## src/sv/lc3x_pkg.sv

```systemverilog
// lc3x_pkg: shared types, constants and decode helpers for the lc-3 executor
// no dependencies
package lc3x_pkg;

  localparam int MEM_WORDS = 65536;
  localparam int MEM_AW    = $clog2(MEM_WORDS);

  localparam logic [15:0] START_RESET = 16'h3000;
  localparam logic [2:0]  FLAGS_RESET = 3'b010;

  // request codes
  localparam logic [2:0] REQ_EXEC    = 3'd0;
  localparam logic [2:0] REQ_MEM_WR  = 3'd1;
  localparam logic [2:0] REQ_MEM_RD  = 3'd2;
  localparam logic [2:0] REQ_REG_RD  = 3'd3;
  localparam logic [2:0] REQ_RESTART = 3'd4;

  // status codes
  localparam logic [1:0] ST_OK       = 2'd0;
  localparam logic [1:0] ST_IGNORED  = 2'd1;
  localparam logic [1:0] ST_RESERVED = 2'd2;
  localparam logic [1:0] ST_TRAP     = 2'd3;

  // opcodes
  localparam logic [3:0] OP_BR   = 4'h0;
  localparam logic [3:0] OP_ADD  = 4'h1;
  localparam logic [3:0] OP_LD   = 4'h2;
  localparam logic [3:0] OP_ST   = 4'h3;
  localparam logic [3:0] OP_JSR  = 4'h4;
  localparam logic [3:0] OP_AND  = 4'h5;
  localparam logic [3:0] OP_LDR  = 4'h6;
  localparam logic [3:0] OP_STR  = 4'h7;
  localparam logic [3:0] OP_RTI  = 4'h8;
  localparam logic [3:0] OP_NOT  = 4'h9;
  localparam logic [3:0] OP_LDI  = 4'hA;
  localparam logic [3:0] OP_STI  = 4'hB;
  localparam logic [3:0] OP_JMP  = 4'hC;
  localparam logic [3:0] OP_RES  = 4'hD;
  localparam logic [3:0] OP_LEA  = 4'hE;
  localparam logic [3:0] OP_TRAP = 4'hF;

  localparam logic [3:0] RIDX_PC    = 4'd8;
  localparam logic [3:0] RIDX_FLAGS = 4'd9;

  // memory address source
  typedef enum logic [1:0] {
    MA_REQ  = 2'd0,
    MA_EA   = 2'd1,
    MA_RDAT = 2'd2
  } maddr_sel_t;

  // commands from controller to datapath
  typedef struct packed {
    logic       load_req;   // capture accepted item
    logic       exec;       // run first part of execute
    logic       mem_rd;     // issue memory read
    logic       mem_wr;     // issue memory write
    maddr_sel_t addr_sel;
    logic       wb_mem;     // write rdata to dr with flags
    logic       rti_fin;    // pc from rdata, r6 += 1
    logic       finish;     // load output register
  } lc3x_cmd_t;

  // status from datapath to controller
  typedef struct packed {
    logic [2:0] req_type;
    logic [3:0] opcode;
    logic       halted;
  } lc3x_sts_t;

  function automatic logic [2:0] nzp(input logic [15:0] v);
    if (v == 16'd0)  return 3'b010;
    else if (v[15])  return 3'b100;
    else             return 3'b001;
  endfunction

  function automatic logic [15:0] sext9(input logic [15:0] i);
    return {{7{i[8]}}, i[8:0]};
  endfunction

  function automatic logic [15:0] sext6(input logic [15:0] i);
    return {{10{i[5]}}, i[5:0]};
  endfunction

  function automatic logic [15:0] sext5(input logic [15:0] i);
    return {{11{i[4]}}, i[4:0]};
  endfunction

  function automatic logic [15:0] sext11(input logic [15:0] i);
    return {{5{i[10]}}, i[10:0]};
  endfunction

endpackage

```

## src/sv/lc3x_ctrl.sv

```systemverilog
// lc3x_ctrl: sequencer issuing datapath commands and the channel handshakes
// depends on lc3x_pkg
module lc3x_ctrl (
  input  logic                clk,
  input  logic                rst_n,
  input  lc3x_pkg::lc3x_sts_t sts,
  output lc3x_pkg::lc3x_cmd_t cmd,
  input  logic                in_valid,
  output logic                in_ready,
  output logic                out_valid,
  input  logic                out_ready
);

  typedef enum logic [5:0] {
    S_IDLE  = 6'b000001,
    S_DEC   = 6'b000010,
    S_EXEC  = 6'b000100,
    S_MEM1  = 6'b001000,
    S_WB    = 6'b010000,
    S_FIN   = 6'b100000
  } state_t;

  state_t state_r, state_nxt;
  logic   out_valid_r, out_valid_nxt;
  logic   op_ld, op_ind, op_st, op_rti;

  assign op_ld  = sts.opcode == lc3x_pkg::OP_LD || sts.opcode == lc3x_pkg::OP_LDR;
  assign op_ind = sts.opcode == lc3x_pkg::OP_LDI || sts.opcode == lc3x_pkg::OP_STI;
  assign op_st  = sts.opcode == lc3x_pkg::OP_ST || sts.opcode == lc3x_pkg::OP_STR;
  assign op_rti = sts.opcode == lc3x_pkg::OP_RTI;

  // accept when idle; the result register is free once fin can load it
  assign in_ready  = state_r == S_IDLE;
  assign out_valid = out_valid_r;

  always_comb begin
    state_nxt     = state_r;
    cmd           = '0;
    cmd.addr_sel  = lc3x_pkg::MA_REQ;
    out_valid_nxt = out_valid_r && !out_ready;
    case (state_r)
      S_IDLE: if (in_valid) begin
        cmd.load_req = 1'b1;
        state_nxt    = S_DEC;
      end
      S_DEC: begin
        state_nxt = S_FIN;
        case (sts.req_type)
          lc3x_pkg::REQ_EXEC: if (!sts.halted) begin
            cmd.exec  = 1'b1;
            state_nxt = S_EXEC;
          end
          lc3x_pkg::REQ_MEM_WR: cmd.mem_wr = 1'b1;
          lc3x_pkg::REQ_MEM_RD: cmd.mem_rd = 1'b1;
          default: ;
        endcase
      end
      S_EXEC: begin
        cmd.addr_sel = lc3x_pkg::MA_EA;
        state_nxt    = S_FIN;
        if (op_ld || op_rti) begin
          cmd.mem_rd = 1'b1;
          state_nxt  = S_WB;
        end else if (op_ind) begin
          cmd.mem_rd = 1'b1;
          state_nxt  = S_MEM1;
        end else if (op_st) begin
          cmd.mem_wr = 1'b1;
        end
      end
      S_MEM1: begin
        // pointer word now in read data
        cmd.addr_sel = lc3x_pkg::MA_RDAT;
        if (sts.opcode == lc3x_pkg::OP_STI) begin
          cmd.mem_wr = 1'b1;
          state_nxt  = S_FIN;
        end else begin
          cmd.mem_rd = 1'b1;
          state_nxt  = S_WB;
        end
      end
      S_WB: begin
        if (op_rti) cmd.rti_fin = 1'b1;
        else        cmd.wb_mem  = 1'b1;
        state_nxt = S_FIN;
      end
      S_FIN: if (!out_valid_r || out_ready) begin
        cmd.finish    = 1'b1;
        out_valid_nxt = 1'b1;
        state_nxt     = S_IDLE;
      end
      default: state_nxt = S_IDLE;
    endcase
  end

  always_ff @(posedge clk) begin
    if (!rst_n) begin
      state_r     <= S_IDLE;
      out_valid_r <= 1'b0;
    end else begin
      state_r     <= state_nxt;
      out_valid_r <= out_valid_nxt;
    end
  end

`ifndef SYNTHESIS
  a_onehot: assert property (@(posedge clk) disable iff (!rst_n) $onehot(state_r))
    else $error("state not one-hot");
  a_fin_out: assert property (@(posedge clk) disable iff (!rst_n) cmd.finish |=> out_valid)
    else $error("finish without result");
  a_accept_idle: assert property (@(posedge clk) disable iff (!rst_n)
      in_valid && in_ready |=> state_r == S_DEC)
    else $error("accepted item not decoded");
`endif

endmodule

```

## config.mk

```make
export PLATFORM = sky130hd
export DESIGN_NAME = lc3x_ctrl
export DESIGN_NICKNAME = d
export VERILOG_FILES = /design/src/sv/lc3x_pkg.sv /design/src/sv/lc3x_ctrl.sv
export SDC_FILE = /design/constraint.sdc
export NUM_CORES = 1
export LEC_CHECK = 0
export ABC_AREA = 1
export BUFFER_PORTS_ARGS = -buffer_cell sky130_fd_sc_hd__buf_2
export CAP_MARGIN = 20
export CELL_PAD_IN_SITES_DETAIL_PLACEMENT = 0
export CELL_PAD_IN_SITES_GLOBAL_PLACEMENT = 1
export CORE_MARGIN = 1.5
export CORE_UTILIZATION = 28
export DETAILED_ROUTE_END_ITERATION = 8
export PLACE_DENSITY_LB_ADDON = 0.1
export SLEW_MARGIN = 20
export SYNTH_ARGS = -nofsm -noshare
export SYNTH_HDL_FRONTEND = slang
export SYNTH_SLANG_ARGS = --single-unit
```

## constraint.sdc

```tcl
create_clock -name clk -period 1.4 [get_ports clk]
set_input_delay 0.28 -clock clk [delete_from_list [all_inputs] [get_ports clk]]
set_output_delay 0.28 -clock clk [all_outputs]
set_load 0.01 [all_outputs]
```

# Yosys cells after proc, flatten, opt, wreduce, memory -nomap -nowiden

Cells that the tools add are included.

Register bits after elaboration: 7
Input bits: 12
Output and inout bits: 11
Logic and storage cells: 60

Eq/ne operators: 17
Multiplexer cells: 31
Reductions and logical operators: 10

Operators by type and width:

| kind               | number |
|---|---|
| $mux 6             | 7 |
| $pmux 6 s6         | 1 |
| $mux 1             | 20 |
| $eq 4x4->1 const B | 3 |
| $eq 4x2->1 const B | 2 |
| $eq 4x3->1 const B | 2 |
| $eq 6x1->1 const B | 1 |
| $eq 6x2->1 const B | 1 |
| $eq 6x3->1 const B | 1 |
| $eq 6x4->1 const B | 1 |
| $eq 6x5->1 const B | 1 |
| $eq 6x6->1 const B | 1 |
| $pmux 2 s3         | 1 |
| $logic_or 1x1->1   | 5 |
| $ne 2x2->1 const B | 2 |
| $pmux 2 s2         | 1 |
| $eq 3x1->1 const B | 1 |
| $eq 3x2->1 const B | 1 |
| $logic_not 3->1    | 1 |
| $logic_not 1->1    | 2 |
| $mux 2             | 1 |
| $reduce_and 2->1   | 1 |
| $logic_and 1x1->1  | 1 |

# Logic depth before layout (Yosys ltp)

Depth after elaboration: 6
Gate-level depth with buffers: 9
Mapped depth without buffers: 9

# Worst setup path before layout

Ideal clock, no wire load.

Kind: register -> output
From: register state_r[5]
To: output port cmd[5] (netlist bit)
Setup slack: 89 ps
Data arrival time: 1031 ps
Cell stages (with the launch flop): 4
Data required time: 1120 ps
Buffers on the path: 0
Cell sequence: dfxtp_1 > nor2_4 > nand3_2 > o41ai_1

RTL lines:

| element                  | line             | RTL |
|---|---|---|
| start: declaration       | lc3x_ctrl.sv:23  | `state_t state_r, state_nxt;` |
| start signal: assignment | lc3x_ctrl.sv:101 | `state_r <= state_nxt;` |
| end: declaration         | lc3x_ctrl.sv:7   | `output lc3x_pkg::lc3x_cmd_t cmd,` |

==> impl_summary.txt <==
----------------------------------------------------
[Run status]
  Outcome ... finished, violations left
  Violations in the final reports ... negative setup slack

[STA]
  Worst max-slew margin expressed relative to the limit ... 84.8%
  Final hold violation count ... 0
  Ratio of final minimum period to clock period ... 113%
  Setup ws final ... -0.184 ns
  Final-layout worst hold slack ... 0.233 ns
  Min Tclk post-route ... 1.58 ns
  Achievable frequency ... 631 MHz
  Total Neg Setup Slack ... -1.25 ns
  Worst Clk Skew ... 0.00289 ns
  Final setup violation count ... 12
  Transition time of the tightest slew-check pin ... 0.226 ns
  Final Slew Violations ... 0
  Setup repair after global routing missed its margin ... yes

[Clock network]
  Maximum root-to-sink buffer count ... 2
  Number of clock sinks ... 7
  Number of buffers created by CTS ... 3
  H-tree Lvls ... 1
  Clock transition at the registers of the reported paths ... 0.05 ns
  Clock Tree Root ... clkbuf_4
  Clock latency on the worst-skew pair ... 0.25 ns
  CTS tree ... yes

[Placement]
  Quantity of I/O buffers inserted on ports ... 22
  Final RePlAce weighted congestion ... 0.797
  Estimated wirelength of the detail-placed design ... 1.13 mm

[Yosys]
  Yosys warnings ... 0
  Summed instance area of the synthesized netlist ... 503 um^2
  Post-synth cell types ... 15
  Nets in the synthesized netlist ... 99
  Mean instance size in the synthesized netlist ... 5.78 um^2
  Proportion of synthesized chip area in sequential cells ... 27.9%
  Number of cells produced by synthesis ... 87
  Post-synthesis sequential element count ... 7

[Floorplanning]
  Area of the core region ... 1710 um^2
  Vertical die dimension ... 45.4 um
  Initial core utilization ... 29.5%
  Floorplan row count ... 15
  Die X ... 45.4 um
  Area of the die ... 2060 um^2
  # IOs ... 23

[Critical path]
  Highest net fanout along the worst path ... 4
  Largest stage delay on the critical path ... 0.33 ns
  CP top delay family ... simple AND/OR/NAND/NOR gates
  Class of the most critical setup path ... reg -> out
  CP Capture Type ... output pin
  CP cell instances ... nor2_4 -> nand3_4 -> inv_2 -> nand2_1 -> o21ai_1 -> inv_1 -> nand3_1 -> buf_2
  Crit path required time ... 1.12 ns
  CP max-delay cell ... dfxtp_2
  Critical path buffers and inverters ... 3
  Endpoint arrival time on the critical path ... 1.30 ns
  Kind of start point of the critical path ... flip-flop

[Final layout]
  Fraction of layout instances using a drive strength above 1 ... 56.3%
  Count of filler cells inserted in the layout ... 174
  Diodes inserted ... 0
  Top library cells by usage in the layout, fill and taps aside ... buf_2, nor2_1, buf_4
  Post-synthesis to final-layout area growth ... 86.8%
  Number of nets in the layout ... 148
  Commonest non-fill, non-tap cell in the layout ... buf_2

[Drt]
  Number of routed nets with antenna violations ... 0
  Average wire per cell in the routed design ... 9.23 um
  Number of design-rule violations left by the first detailed-router iteration ... 4
  Via-per-instance ratio ... 4.28
  Drt first pass iters ... 4
  Residual DRC ... 0
  Overall routed net length ... 1.48 mm
  Total via count in the routed design ... 684

[Global routing]
  Gr usage total ... 16.8%
  Number of global-route vias before repair ... 643
  Initial antenna violation count ... 0
  Maximum number of pins on one net before global-route repair ... 7
  Overflow left after global routing ... 0
  Global-route wire length before repair ... 2.53 mm

[Power and ir drop]
  Overall Power ... 524 uW
  Power per cell area ... 558 nW/um^2
  Peak VDD IR ... 0.000227 V
  Leakage component of the power ... 0.000502 uW

[Hold path]
  Hold Crit Class ... in -> reg

[Run]
  MaxCap Viol Count ... 0

----------------------------------------------------
## Yosys cell counts (all sizes together)
library cell	count	share of area [%]
o21ai	1	0.99
inv	18	13
nor2	27	23
nand3	8	10
nor3	5	5.0
dfxtp	7	28
nand4	2	2.5
o41ai	1	1.7
nand3b	1	1.5
nand2	14	11
a21oi	3	3.0
## cell families after synthesis
group                  after synthesis  synth area share, %
AOI/OAI and AO/OA                    5                 5.72
DFF                                  7                 27.9
buffers and inverters               18                 13.4
and+or+nand+nor                     57                 53.0
## flip-flops by register name (all words and copies together), names as in the netlist
| name | flops |
|---|---|
| out_valid | 1 |
| state_r | 6 |
## what timing repair did
item	in CTS	in global routing
setup endpoints to repair	8	12
hold buffers	0	0
hold endpoints to repair	0	0
pin swaps	10	5
gates resized for setup	28	9
buffers inserted	12	2
## through the flow
step | instance area, um^2 | setup slack, ns | instances | utilization, %
floorplan | 503 | 0.0890 | 87 | -
global placement | 704 | -0.00968 | 142 | 41.2
detailed placement | 704 | -0.0439 | 142 | 41.2
CTS | 898 | -0.196 | 158 | 52.6
global route | 940 | -0.276 | 160 | 55.0
finish | 940 | -0.184 | 160 | 55.0
## layer usage
layer / up-vias / part of all wire (%) / global-route usage, %
li1: 369 / - / -
met3: 0 / 2.4 / 0
met1: 304 / 40 / 20.7
met2: 11 / 57 / 29.6
met4: 0 / 0 / 8.82
met5: - / 0 / 0
## power by group
| part | total, uW | switching [uW] | leakage [uW] | internal, uW |
|---|---|---|---|---|
| sequential | 214 | 8.00 | 0.0000597 | 206 |
| clock | 179 | 70.8 | 0.0000150 | 109 |
| combinational | 131 | 73.6 | 0.000428 | 57.4 |
| total | 524 | 152 | 0.000502 | 371 |
## layout make-up
type / instances / area (um^2) / share of cell area (%)
Clock buffer: 4 / 26.3 / 2.80
Inverter: 18 / 67.6 / 7.19
Multi-Input combinational cell: 62 / 362 / 38.5
Sequential cell: 7 / 153 / 16.2
Tap cell: 25 / 31.3 / 3.33
Timing Repair Buffer: 44 / 300 / 32.0
## final timing paths
| kind | start | end | slack, ns | cells past startpoint |
|---|---|---|---|---|
| max | state_r[0]$_SDFFE_PN1P_ | cmd[6] | -0.18 | 8 |
| min | rst_n | state_r[0]$_SDFFE_PN1P_ | 0.23 | 2 |
| max reg2reg | state_r[0]$_SDFFE_PN1P_ | state_r[4]$_SDFFE_PN0P_ | -0.04 | 11 |
| min reg2reg | out_valid$_SDFF_PN0_ | out_valid$_SDFF_PN0_ | 0.51 | 2 |
(Power assumes the default switching activity.)
